[src/rtl/fresnel_reflectance_core_macros.svh]
// Assertion macros for the RTL file that carries checks (fresnel_reflectance_core).
`ifndef FRESNEL_REFLECTANCE_CORE_MACROS_SVH
`define FRESNEL_REFLECTANCE_CORE_MACROS_SVH

`ifndef ASSERT_OFF
// Same-cycle implication, sampled on clk, idle during reset.
`define FRC_ASSERT_IMPLY(name, cond, expr) \
	name: assert property (@(posedge clk) disable iff (!arst_n) (cond) |-> (expr)) \
		else $error("assertion failed");
// Next-cycle implication, sampled on clk, idle during reset.
`define FRC_ASSERT_NEXT(name, cond, expr) \
	name: assert property (@(posedge clk) disable iff (!arst_n) (cond) |=> (expr)) \
		else $error("assertion failed");
`else
`define FRC_ASSERT_IMPLY(name, cond, expr)
`define FRC_ASSERT_NEXT(name, cond, expr)
`endif

`endif

[src/rtl/frc_pkg.sv]
package frc_pkg;
	localparam int F    = 16;
	localparam int CW   = F + 2;
	localparam int IW   = F + 8;
	localparam int OW   = F + 1;
	localparam int G2W  = 2 * IW + 1;
	localparam int GW   = (G2W + 1) / 2;
	localparam int RADW = 2 * GW;
	localparam int SRW  = GW + 3;
	localparam int GPW  = GW + 1;
	localparam int DRW  = GPW + 1;
	localparam int QW   = F + 1;

	localparam logic [OW-1:0] ONE = OW'(1) << F;

	typedef struct packed {
		logic          err;
		logic          full;
		logic          bsat;
		logic [OW-1:0] c;
	} side_t;
endpackage

[src/rtl/frc_div.sv]
module frc_div (
	input  logic                    clk,
	input  logic                    arst_n,
	input  logic                    en,
	input  logic                    in_vld,
	input  logic [frc_pkg::GPW-1:0] xa,
	input  logic [frc_pkg::GPW-1:0] da,
	input  logic [frc_pkg::GPW-1:0] xb,
	input  logic [frc_pkg::GPW-1:0] db,
	input  frc_pkg::side_t          in_side,
	output logic                    out_vld,
	output logic [frc_pkg::QW-1:0]  qa,
	output logic [frc_pkg::QW-1:0]  qb,
	output frc_pkg::side_t          out_side
);
	import frc_pkg::*;

	// Two restoring dividers side by side: q = (x << F) / d, valid for x < 2d
	logic           vld_s  [QW];
	logic [DRW-1:0] ra_s   [QW];
	logic [DRW-1:0] rb_s   [QW];
	logic [GPW-1:0] da_s   [QW];
	logic [GPW-1:0] db_s   [QW];
	logic [QW-1:0]  qa_s   [QW];
	logic [QW-1:0]  qb_s   [QW];
	side_t          side_s [QW];

	for (genvar i = 0; i < QW; i++) begin : g_stage
		logic           vld_p;
		logic [DRW-1:0] ra_p, rb_p;
		logic [GPW-1:0] da_p, db_p;
		logic [QW-1:0]  qa_p, qb_p;
		side_t          side_p;
		logic           ta, tb;

		if (i == 0) begin : g_first
			assign vld_p  = in_vld;
			assign ra_p   = {1'b0, xa};
			assign rb_p   = {1'b0, xb};
			assign da_p   = da;
			assign db_p   = db;
			assign qa_p   = '0;
			assign qb_p   = '0;
			assign side_p = in_side;
		end else begin : g_next
			assign vld_p  = vld_s[i-1];
			assign ra_p   = {ra_s[i-1][DRW-2:0], 1'b0};
			assign rb_p   = {rb_s[i-1][DRW-2:0], 1'b0};
			assign da_p   = da_s[i-1];
			assign db_p   = db_s[i-1];
			assign qa_p   = qa_s[i-1];
			assign qb_p   = qb_s[i-1];
			assign side_p = side_s[i-1];
		end

		assign ta = ra_p >= {1'b0, da_p};
		assign tb = rb_p >= {1'b0, db_p};

		always_ff @(posedge clk or negedge arst_n) begin
			if (!arst_n) begin
				vld_s[i] <= 1'b0;
			end else if (en) begin
				vld_s[i] <= vld_p;
			end
		end

		always_ff @(posedge clk) begin
			if (en) begin
				ra_s[i]   <= ta ? ra_p - {1'b0, da_p} : ra_p;
				rb_s[i]   <= tb ? rb_p - {1'b0, db_p} : rb_p;
				da_s[i]   <= da_p;
				db_s[i]   <= db_p;
				qa_s[i]   <= {qa_p[QW-2:0], ta};
				qb_s[i]   <= {qb_p[QW-2:0], tb};
				side_s[i] <= side_p;
			end
		end
	end

	assign out_vld  = vld_s[QW-1];
	assign qa       = qa_s[QW-1];
	assign qb       = qb_s[QW-1];
	assign out_side = side_s[QW-1];
endmodule
[config.mk]
export PLATFORM = sky130hd
export DESIGN_NAME = frc_div
export DESIGN_NICKNAME = d
export VERILOG_FILES = /design/src/rtl/fresnel_reflectance_core_macros.svh /design/src/rtl/frc_pkg.sv /design/src/rtl/frc_div.sv
export SDC_FILE = /design/constraint.sdc
export NUM_CORES = 2
export LEC_CHECK = 0
export BUFFER_PORTS_ARGS = -buffer_cell sky130_fd_sc_hd__buf_4
export CORE_MARGIN = 2
export CORE_UTILIZATION = 42
export DETAILED_ROUTE_END_ITERATION = 12
export SYNTH_ARGS = -nofsm -noshare
export SYNTH_HDL_FRONTEND = slang
export SYNTH_SLANG_ARGS = --single-unit
[constraint.sdc]
create_clock -name clk -period 5.29 [get_ports clk]
set_input_delay 1.058 -clock clk [delete_from_list [all_inputs] [get_ports clk]]
set_output_delay 1.058 -clock clk [all_outputs]
set_load 0.01 [all_outputs]
Word level (Yosys, flattened, before mapping)

Memories as Yosys holds them, arrays and structs flattened.
Index checks and enable logic that the tools add are counted.

Bits in registers: 17
RAM bits: 2720
Input bits: 128
Output and inout bits: 55
Logic and storage cells: 128
Memories kept: 7

$add $sub $neg: 34
Order comparisons: 34
Mux-type cells: 36

Memories:

| memory          | words | width | rd ports | clocked after memory_dff | wr ports | line          | source |
|---|---|---|---|---|---|---|---|
| ra_s            | 17    | 27    | 16       | 0                        | 17       | frc_div.sv:20 | `logic [DRW-1:0] ra_s [QW];` |
| rb_s            | 17    | 27    | 16       | 0                        | 17       | frc_div.sv:21 | `logic [DRW-1:0] rb_s [QW];` |
| da_s            | 17    | 26    | 16       | 0                        | 17       | frc_div.sv:22 | `logic [GPW-1:0] da_s [QW];` |
| db_s            | 17    | 26    | 16       | 0                        | 17       | frc_div.sv:23 | `logic [GPW-1:0] db_s [QW];` |
| side_s          | 17    | 20    | 17       | 0                        | 17       | frc_div.sv:26 | `side_t side_s [QW];` |
| qa_s            | 17    | 17    | 17       | 0                        | 17       | frc_div.sv:24 | `logic [QW-1:0] qa_s [QW];` |
| 1 more memories | n/a   | n/a   | n/a      | n/a                      | n/a      | n/a           |  |

Operators with widths:

| cell                           | count |
|---|---|
| 2-to-1 mux 27 bit              | 34 |
| >= comparator 27 x 26 -> 1 bit | 32 |
| subtractor 27 x 26 -> 27 bit   | 32 |
| subtractor 26 x 26 -> 27 bit   | 2 |
| >= comparator 26 bit           | 2 |
| 2-to-1 mux 1 bit               | 2 |

Logic depth before layout (Yosys ltp)

An unclocked memory read counts as a cell.

Word-level depth: 3
Depth in mapped cells: 15

Least setup slack after synthesis

OpenSTA, ideal clock, no wires.

Path kind: in2reg
Start: input xb[0] in the netlist's numbering
End: memory rb_s[0][22] in the netlist's numbering (data pin)
Setup time: 0.260 ns
Data arrival time: 3.578 ns
Data required time: 5.030 ns
Path slack: 1.452 ns
Stages on the path: 13
Path buffers: 0
Cells stage by stage: inv_1 > ha_1 > inv_1 > fa_1 > a21o_1 > a21oi_1 > o21ai_0 > a221oi_1 > o211ai_1 > a31oi_1 > a31oi_1 > xor2_1 > mux2_2

RTL lines:

| item               | line          | source |
|---|---|---|
| start: declaration | frc_div.sv:8  | `input logic [frc_pkg::GPW-1:0] xb,` |
| end: declaration   | frc_div.sv:21 |  |

==> metrics.txt <==
status=finished, final reports clean; Worst-Margin Slew=slightly above 1 ns; min Tclk post-route=between 4 and 5 ns; starting density of the core=0.4231; Hold Path Stages=1; CTS resizes=0; Area growth, synth to finish=12.44%; final hold violations=0; reg2reg path depth=11; layout net count=11600; GRT met1 Usage=0.1950; Max Slew Vio Count=0; Worst-Skew Late Latency=between 0.8 and 0.9 ns; port bufs=between 150 and 200; Yosys warnings=0; maximum VDD drop=between 0.2 and 0.3 mV; post-route cell area=roughly 140000 µm²; io pins=183; final setup fails=0; # clock sinks=about 2300; gr usage total=0.1636; worst hold start=db[15]; Core ar.=291600 µm²; Final Hold Slack=about 0.34 ns; fillcell total=25428; Synth cell types=100; largest area contributor in the netlist=edfxtp_1; Setup Slack @ Placement=between 0.7 and 0.8 ns; worst hold endpoint=db_s[0][15]$_DFFE_PP_; total CTS buffers=273; clock-pin slew on the worst setup and hold paths=~0.06 ns; RePlAce Congestion=slightly above 0.9; DRT iter0 DRCs=between 3000 and 4000; LEAKAGE=roughly 0.056 µW; final wirelength=250300 µm; RSZ-0062 raised after global routing=no; share of layout cells above drive strength 1=0.1144; CTS max path bufs=4; clk_skew=~0.05 ns; flop2flop setup slack=just under 1 ns; first-pass GRT wire length=just over 400000 µm; H-tree depth=5; syn_area_per_cell=12.12 µm²; crit end category=register; Detailed Routing Iterations Pass 1=6; final worst slack=0.9728 ns; vias=~76000; grt ovf=0; Via density=between 5 and 6; area of placed instances=around 130000 µm²; Syn Nets=11224; Seq cells post-synth=about 2300; FMAX=between 0.2 and 0.25 GHz; part of the Yosys area used for sequential elements=0.5658; dominant cells by area after synthesis=edfxtp_1 (56%), ha_1 (8.9%), mux2_2 (4.3%); most frequent cells after synthesis=edfxtp_1 (2310), inv_1 (1116), ha_1 (882), a21oi_1 (717), nand2_1 (611); grt met3 use=0.02198; most frequent cell after synthesis=edfxtp_1; Clock Tree Root=clkbuf_16; Crit Path Category=register to register; final period utilization=0.8161; Relative slew margins=0.3008; largest net degree at the start of global routing=roughly 170; Most Crowded Layer GR=met2; grt met2 use=0.2904; chip width=about 550 µm; antenna viol nets, final=0; area of the mapped netlist=123400 µm²; vias in the first global route=77717; row count=between 150 and 200; Post-Syn Instances=around 10000; CP startpoint kind=register; initial antenna violation count=1; Die Y=approximately 550 µm; Main synth FF type=edfxtp_1; max cap viols=0; number of enable flip-flop cells after synthesis=2310; HPWL Detailed=between 150000 and 200000 µm; reg-to-reg startpoint=ra_s[0][54]$_SDFFCE_PN0P_; Hold WC Path Type=input port to register; share of the synthesized area in the top cell type=0.5623; CP arrival=just under 5 ns; r2r endpoint=ra_s[0][92]$_DFFE_PP_; Cell Pwr Density=585.9 nW/µm²; area of the die=about 300000 µm²; worst-path fanout max=27; DR WL/cell=about 17 µm; CP required=approximately 5.9 ns; Async SR Flop Fraction=0.007306; CTS tree=built; setup TNS=0 ns; drc violations=0
worst max-delay path, cell delays in order (launching register included):
cell	delay (ns)
edfxtp_1	0.44
ha_1	0.33
nor2b_1	0.14
o21ai_1	0.17
a21boi_1	0.14
nor3_1	0.29
o31ai_1	0.19
a41oi_1	0.46
o31ai_2	0.20
or3_1	0.42
a41oi_4	0.84
mux2_2	0.42
flip-flops by register name, indices dropped and copies added (netlist names):
signal,cells
da_s,416
qb_s,153
side_s,340
qa_s,153
rb_s,416
ra_s,416
out_vld,1
db_s,416
g_stage.vld_p,16
final cells by class:
class                      instances  area [µm²]  share of cell area
sequential                      2327       69790              0.5032
multi-input combinational       6564       48720              0.3513
clock buffer                     331        7132             0.05142
tap                             3900        4880             0.03518
inverter                        1116        4189             0.03020
timing repair buffer             276        2370             0.01709
clock inverter                   151        1610             0.01161
antenna                            2       5.005          0.00003608
stage by stage:
step           std cells  power [µW]    util
3_3_place_gp       14182       62250  0.4456
2_1_floorplan      10182       54760       -
5_1_grt            14667       86960  0.4757
4_1_cts            14665       81940  0.4756
3_5_place_dp       14182       62970  0.4456
6_report           14667       81260  0.4757
per-layer routing:
layer	share of wire	wire length [µm]
met4	0.048	11980
met3	0.033	8325
met2	0.49	123600
met5	0	0
met1	0.42	106300
report_power, final:
part	switching [µW]	internal [µW]
clock network	7470	10800
logic	18500	15500
registers	2350	26600
placed cells by master (no fill, tap or decap), drive strengths merged, types with 115 or more instances in the layout:
cell type	n
xor2	274
a21oi	720
inv	1129
nand2	612
nand3	152
xnor2	422
buf	275
nor2	480
mux2	474
o21a	118
clkbuf	331
a21o	379
nand4	123
o21ai	616
nor3	115
edfxtp	2310
ha	882
cell families after synthesis:
group	share of synthesized area
buf+inv	0.04037
fa+ha+maj	0.09465
xor+xnor	0.04942
compound gates	0.1285
mux	0.04465
simple gates	0.07666
flops	0.5658
worst max path at each step:
stage                         startpoint                endpoint
6_report       ra_s[0][54]$_SDFFCE_PN0P_   ra_s[0][92]$_DFFE_PP_
3_5_place_dp                       da[1]   ra_s[0][12]$_DFFE_PP_
5_1_grt           rb_s[0][114]$_DFFE_PP_  rb_s[0][147]$_DFFE_PP_
4_1_cts           rb_s[0][114]$_DFFE_PP_  rb_s[0][147]$_DFFE_PP_
3_3_place_gp                       da[1]    ra_s[0][1]$_DFFE_PP_
2_1_floorplan                      xb[0]   rb_s[0][22]$_DFFE_PP_
repair_timing:
| action | in CTS | in global routing |
|---|---|---|
| setup buffers | 0 | 0 |
| hold buffers | 1 | 0 |
| setup endpoints to repair | 0 | 0 |
| hold endpoints to repair | 17 | 0 |
No activity file was read; power rests on OpenSTA's default activity.
