`src/rtl/fresnel_reflectance_core_macros.svh`:
```
// Assertion macros for the RTL file that carries checks (fresnel_reflectance_core).
`ifndef FRESNEL_REFLECTANCE_CORE_MACROS_SVH
`define FRESNEL_REFLECTANCE_CORE_MACROS_SVH

`ifndef ASSERT_OFF
// Same-cycle implication, sampled on clk, idle during reset.
`define FRC_ASSERT_IMPLY(name, cond, expr) \
	name: assert property (@(posedge clk) disable iff (!arst_n) (cond) |-> (expr)) \
		else $error("assertion failed");
// Next-cycle implication, sampled on clk, idle during reset.
`define FRC_ASSERT_NEXT(name, cond, expr) \
	name: assert property (@(posedge clk) disable iff (!arst_n) (cond) |=> (expr)) \
		else $error("assertion failed");
`else
`define FRC_ASSERT_IMPLY(name, cond, expr)
`define FRC_ASSERT_NEXT(name, cond, expr)
`endif

`endif

```
`src/rtl/frc_pkg.sv`:
```
package frc_pkg;
	localparam int F    = 16;
	localparam int CW   = F + 2;
	localparam int IW   = F + 8;
	localparam int OW   = F + 1;
	localparam int G2W  = 2 * IW + 1;
	localparam int GW   = (G2W + 1) / 2;
	localparam int RADW = 2 * GW;
	localparam int SRW  = GW + 3;
	localparam int GPW  = GW + 1;
	localparam int DRW  = GPW + 1;
	localparam int QW   = F + 1;

	localparam logic [OW-1:0] ONE = OW'(1) << F;

	typedef struct packed {
		logic          err;
		logic          full;
		logic          bsat;
		logic [OW-1:0] c;
	} side_t;
endpackage

```
`src/rtl/frc_sqrt.sv`:
```
module frc_sqrt (
	input  logic                     clk,
	input  logic                     arst_n,
	input  logic                     en,
	input  logic                     in_vld,
	input  logic [frc_pkg::RADW-1:0] rad,
	input  frc_pkg::side_t           in_side,
	output logic                     out_vld,
	output logic [frc_pkg::GW-1:0]   root,
	output frc_pkg::side_t           out_side
);
	import frc_pkg::*;

	logic            vld_s  [GW];
	logic [RADW-1:0] rad_s  [GW];
	logic [SRW-1:0]  rem_s  [GW];
	logic [GW-1:0]   root_s [GW];
	side_t           side_s [GW];

	// One result bit per stage, radicand consumed two bits at a time from the top
	for (genvar i = 0; i < GW; i++) begin : g_stage
		logic            vld_p;
		logic [RADW-1:0] rad_p;
		logic [SRW-1:0]  rem_p;
		logic [GW-1:0]   root_p;
		side_t           side_p;
		logic [SRW-1:0]  rem_sh;
		logic [SRW-1:0]  trial;
		logic            take;

		if (i == 0) begin : g_first
			assign vld_p  = in_vld;
			assign rad_p  = rad;
			assign rem_p  = '0;
			assign root_p = '0;
			assign side_p = in_side;
		end else begin : g_next
			assign vld_p  = vld_s[i-1];
			assign rad_p  = rad_s[i-1];
			assign rem_p  = rem_s[i-1];
			assign root_p = root_s[i-1];
			assign side_p = side_s[i-1];
		end

		assign rem_sh = {rem_p[SRW-3:0], rad_p[RADW-1 -: 2]};
		assign trial  = {1'b0, root_p, 2'b01};
		assign take   = rem_sh >= trial;

		always_ff @(posedge clk or negedge arst_n) begin
			if (!arst_n) begin
				vld_s[i] <= 1'b0;
			end else if (en) begin
				vld_s[i] <= vld_p;
			end
		end

		always_ff @(posedge clk) begin
			if (en) begin
				rad_s[i]  <= rad_p << 2;
				rem_s[i]  <= take ? rem_sh - trial : rem_sh;
				root_s[i] <= {root_p[GW-2:0], take};
				side_s[i] <= side_p;
			end
		end
	end

	assign out_vld  = vld_s[GW-1];
	assign root     = root_s[GW-1];
	assign out_side = side_s[GW-1];
endmodule

```
`config.mk`:
```
export PLATFORM = sky130hd
export DESIGN_NAME = frc_sqrt
export DESIGN_NICKNAME = d
export VERILOG_FILES = /design/src/rtl/fresnel_reflectance_core_macros.svh /design/src/rtl/frc_pkg.sv /design/src/rtl/frc_sqrt.sv
export SDC_FILE = /design/constraint.sdc
export NUM_CORES = 2
export LEC_CHECK = 0
export ABC_AREA = 1
export BUFFER_PORTS_ARGS = -buffer_cell sky130_fd_sc_hd__buf_2
export CELL_PAD_IN_SITES_DETAIL_PLACEMENT = 0
export CELL_PAD_IN_SITES_GLOBAL_PLACEMENT = 1
export CORE_MARGIN = 5
export CORE_UTILIZATION = 46
export DETAILED_ROUTE_END_ITERATION = 6
export PLACE_DENSITY = 0.81
export RECOVER_POWER = 100
export SLEW_MARGIN = 20
export SYNTH_ARGS = -nofsm -noshare
export SYNTH_HDL_FRONTEND = slang
export SYNTH_SLANG_ARGS = --single-unit
```
`constraint.sdc`:
```
create_clock -name clk -period 3.9 [get_ports clk]
set_input_delay 0.39 -clock clk [delete_from_list [all_inputs] [get_ports clk]]
set_output_delay 0.39 -clock clk [all_outputs]
set_load 0.01 [all_outputs]
```
* Word level (Yosys, flattened, before mapping)
Memory sizes are Yosys's and may differ from the RTL's.
Cells that the tools add are included.
** Storage, ports and cells
- Flip-flop bits (word level) :: 25
- Bits in writable memories :: 3025
- Logic and storage cells :: 106
- Memories :: 4
** Memories
- rad_s :: words 25, width 48, read ports 24, clocked after Yosys merged registers in 0, wr ports 25, line frc_sqrt.sv:15 : logic [RADW-1:0] rad_s [GW];
- rem_s :: words 25, width 28, read ports 24, clocked after Yosys merged registers in 0, wr ports 25, line frc_sqrt.sv:16 : logic [SRW-1:0] rem_s [GW];
- root_s :: words 25, width 25, read ports 25, clocked after Yosys merged registers in 0, wr ports 25, line frc_sqrt.sv:17 : logic [GW-1:0] root_s [GW];
- side_s :: words 25, width 20, read ports 25, clocked after Yosys merged registers in 0, wr ports 25, line frc_sqrt.sv:18 : side_t side_s [GW];
** Cells by class
- Add/subtract/negate cells :: 25
- $lt $le $gt $ge :: 25
- Muxes and demuxes :: 27
** Operators with widths (number)
- 2-to-1 mux 28 bit :: 25
- >= comparator 28 x 27 -> 1 bit :: 24
- subtractor 28 x 27 -> 28 bit :: 24
- subtractor 2 x 1 -> 3 bit, second input constant :: 1
- >= comparator 2 x 1 -> 1 bit, second input constant :: 1
- 2-to-1 mux 1 bit :: 2

* Logic depth before layout (Yosys ltp)
An unclocked memory read counts as a cell.
- Depth in word-level cells :: 3
- Depth in mapped cells :: 16
- Mapped depth without buffers :: 15

* Worst setup path before layout
Ideal clock, no wire load.
- Path kind :: flip-flop to flip-flop
- Start :: memory rem_s[1][7] in the netlist's numbering
- End :: memory rem_s[1][44] in the netlist's numbering (data pin)
- Arrival :: 1.762 ns
- Data required time :: 3.646 ns
- Slack :: 1.884 ns
- Cell stages (with the launch flop) :: 12
- Clock period less this slack :: 2.016 ns
- Path through :: edfxtp_1 -> ha_1 -> nand2_1 -> nand2_1 -> a21boi_2 -> nand2_1 -> nor2_2 -> nand3_4 -> inv_4 -> buf_6 -> buf_8 -> a21oi_2
** RTL lines (line)
- start, declared :: frc_sqrt.sv:16

==> key figures <==
Status
  • Status: finished, violations left
  • Failing checks: max-capacitance violations, max-slew violations

Placed design
  • Post-place setup slack: around 0.85 ns
  • Placed Cells: about 13,000
  • GPL Wtd Cong: around 0.92
  • Port bufs: 119
  • Dpl hpwl: approximately 170,000 um
  • Placed instance area: a little over 100,000 um2

Timing
  • Fin crit period: 3.49 ns
  • Rel. slew slack: -136%
  • Final setup margin: 0.411 ns
  • Skew final: between 0.05 and 0.06 ns
  • Worst Tran Pin Value: approximately 3.5 ns
  • Hold_ws: around 0.23 ns
  • Fmax: 0.287 GHz
  • Final period util: about 90%
  • Max-slew violation count: 86
  • Unrepaired setup endpoints after global routing: no
  • Total negative slack: 0 ns
  • Hold Violations, Final: 0
  • Final setup violation count: 0

Final layout
  • Area growth syn-to-layout: 12.2%
  • FF/Latch Area: approximately 61,000 um2
  • Area of the multi-input gates: between 30,000 and 40,000 um2
  • Final core area utilization: ~52%
  • Finished Layout Cells: 13,389
  • Fillers: just under 20,000
  • Share of cells above drive strength 1: 5.11%
  • Nets@finish: roughly 11,000
  • Fin area: ~110,000 um2

Drt
  • Vias: around 67,000
  • Vias per std cell: between 4 and 5
  • Routed Wire Length: about 230,000 um
  • Routed Antenna Nets: 0
  • DR iter-0 viols: 5,148
  • Avg WL per Cell: ~17 um
  • TritonRoute pass-1 iters: 6
  • DRC: 0

Logic synthesis
  • Leading area contributor after synthesis: edfxtp_1
  • Synth Net Count: 10,387
  • Commonest cells post-synth: 3,138 x nand2_1, 2,014 x edfxtp_1, 1,654 x inv_1
  • Async SR Flop Fraction: about 1.2%
  • Mapped Avg Cell Area: 9.91 um2
  • Post-synthesis cell type count: 54
  • Number of flops mapped to enable cells by yosys: ~2,000
  • Flops & latches, synth: 2,039
  • Dominant synthesized flop cell: edfxtp_1
  • Post-synthesis sequential area ratio: 61.9%
  • Mapped Area: slightly below 100,000 um2
  • Synth area leaders: edfxtp_1 61%, nand2_1 12%, inv_1 6.3%
  • Share of the synthesized area in the top cell type: 61.3%
  • Synth warn: 0
  • Cells after Synth: 9,961
  • Most common cell in the netlist: nand2_1

Worst setup path
  • Worst path buffer plus inverter count: 3
  • Worst r2r path cells: 9
  • Crit-path max cell delay: about 2.3 ns
  • Critical path's slowest cell: buf_2
  • Worst Path Class, Setup: input pin to register
  • Worst r2r dst: rem_s[1][159]$_DFFE_PP_
  • Worst setup EP type: register
  • CP Launch Type: input pin
  • Reg2Reg Setup Slack: 0.50 ns
  • Crit path arrival time: 3.96 ns
  • Crit path cell chain: buf_2 > buf_12 > clkbuf_4
  • Critical Path RT: roughly 4.4 ns
  • Reg-to-Reg Start: rem_s[1][113]$_DFFE_PP_
  • Max FO, Critical Path: 99
  • CP delay by family, top: buffers and inverters

Clock network
  • Hold buffer count at cts: between 70 and 80
  • CTS clock-pin slew for the worst setup and hold paths: roughly 0.060 ns
  • Root buf cell: clkbuf_16
  • Clock buffer depth: 3
  • # resized after CTS: 0
  • # H-tree levels: 4
  • TritonCTS clock tree: built
  • Post-CTS Setup Bufs: 0
  • Total CTS buffers: 210
  • Clock sink total: between 2,000 and 2,500
  • Worst skew pair latency: roughly 0.86 ns

Power
  • Worst vdd ir: between 0.4 and 0.5 mV
  • PnR Total Power: about 59 mW
  • Internal cell power: 42.8 mW
  • Leakage: 47.8 nW
  • Comb power frac: between 10% and 20%
  • Sw Share: between 20% and 30%
  • Clk pwr share: about 37%
  • Pwr Density: 535 nW/um2
  • Flop pwr share: a little under half
  • Switching power: 16.5 mW

GRT
  • First-pass GRT wire length: between 300,000 and 400,000 um
  • Vias in the first global route: around 65,000
  • Largest net degree at the start of global routing: 103
  • Gr usage total: about a fifth
  • Initial antenna violation count: 1
  • Grt ovf: 0

Floorplan
  • Placeable Area: approximately 210,000 um2
  • Die width: roughly 470 um
  • Placement row count: 170
  • # IOs: 120
  • Chip height: between 400 and 500 um
  • Die Footprint: roughly 220,000 um2
  • Starting density of the core: 46.1%

Worst hold path
  • Hold Crit Start: rad[35]
  • Hold WC Path Type: input pin to register
  • Hold worst-path end: rad_s[0][35]$_DFFE_PP_
  • Worst Hold Depth: 2

Run
  • Max-Cap Viols: 1
[how the worst max path moves through the flow]
stage	cells past startpoint	start	slack [ns]	end
after floorplan	11	rem_s[1][7]$_DFFE_PP_	1.88	rem_s[1][44]$_DFFE_PP_
after global placement	9	root_s[10][3]$_DFFE_PP_	0.85	rem_s[1][86]$_DFFE_PP_
after detailed placement	9	root_s[10][3]$_DFFE_PP_	0.85	rem_s[1][87]$_DFFE_PP_
after CTS	9	root_s[10][1]$_DFFE_PP_	0.83	rem_s[1][87]$_DFFE_PP_
after global routing	10	rem_s[0][169]$_DFFE_PP_	0.32	rem_s[0][199]$_DFFE_PP_
final	3	en	0.41	side_s[23][18]$_DFFE_PP_
[routing by layer]
| metal | GRT usage [%] | share of wire [%] | up-vias |
|---|---|---|---|
| met4 | 5.47 | 2.6 | 0 |
| li1 | - | - | 33514 |
| met2 | 34.2 | 48 | 1488 |
| met3 | 2.53 | 4.5 | 326 |
| met1 | 27.2 | 45 | 31188 |
| met5 | 0 | 0 | - |
[registers in the layout, indices dropped and copies added (netlist names)]
| register | count |
|---|---|
| out_vld | 1 |
| rad_s | 600 |
| root_s | 325 |
| g_stage.vld_p | 24 |
| side_s | 500 |
| rem_s | 589 |
[cells by family after synthesis]
kind of cell / count (synthesis) / share of synthesized area [%]
AO/OA/AOI/OAI: 676 / 3.83
XOR/XNOR: 240 / 2.14
adder cells (fa/ha/maj): 352 / 4.46
buffers and inverters: 1752 / 7.04
flip-flops: 2039 / 61.9
multiplexers: 1 / 0.0114
other: 1 / 0.00380
AND/OR/NAND/NOR: 4900 / 20.6
[cells in the final DEF, fill, tap and decap left out, drive strengths merged, types with 157 or more instances in the layout]
| cell type | instances |
|---|---|
| nand2 | 3164 |
| edfxtp | 2014 |
| inv | 1678 |
| nor2 | 801 |
| nand3 | 568 |
| a21oi | 378 |
| clkbuf | 354 |
| ha | 352 |
| o21ai | 252 |
| nand4 | 157 |
[power by group through the flow]
stage / registers (mW) / clock network (mW) / logic [mW]
after detailed placement: 28.4 / 0 / 9.74
after floorplan: 27.7 / 0 / 6.91
final: 27.9 / 21.7 / 9.73
after global placement: 28.3 / 0 / 9.66
after global routing: 28.1 / 23.3 / 11.1
after CTS: 27.9 / 22.3 / 9.86
[area by class of cell]
cell class / instances / area share (%)
inverter: 1674 / 5.68
clock buffer: 239 / 4.85
sequential: 2039 / 55.1
antenna: 1 / 0.00226
clock inverter: 156 / 2.04
timing repair buffer: 272 / 1.70
multi-input combinational: 6170 / 27.4
tap: 2838 / 3.20
No activity file was read; power rests on OpenSTA's default activity.
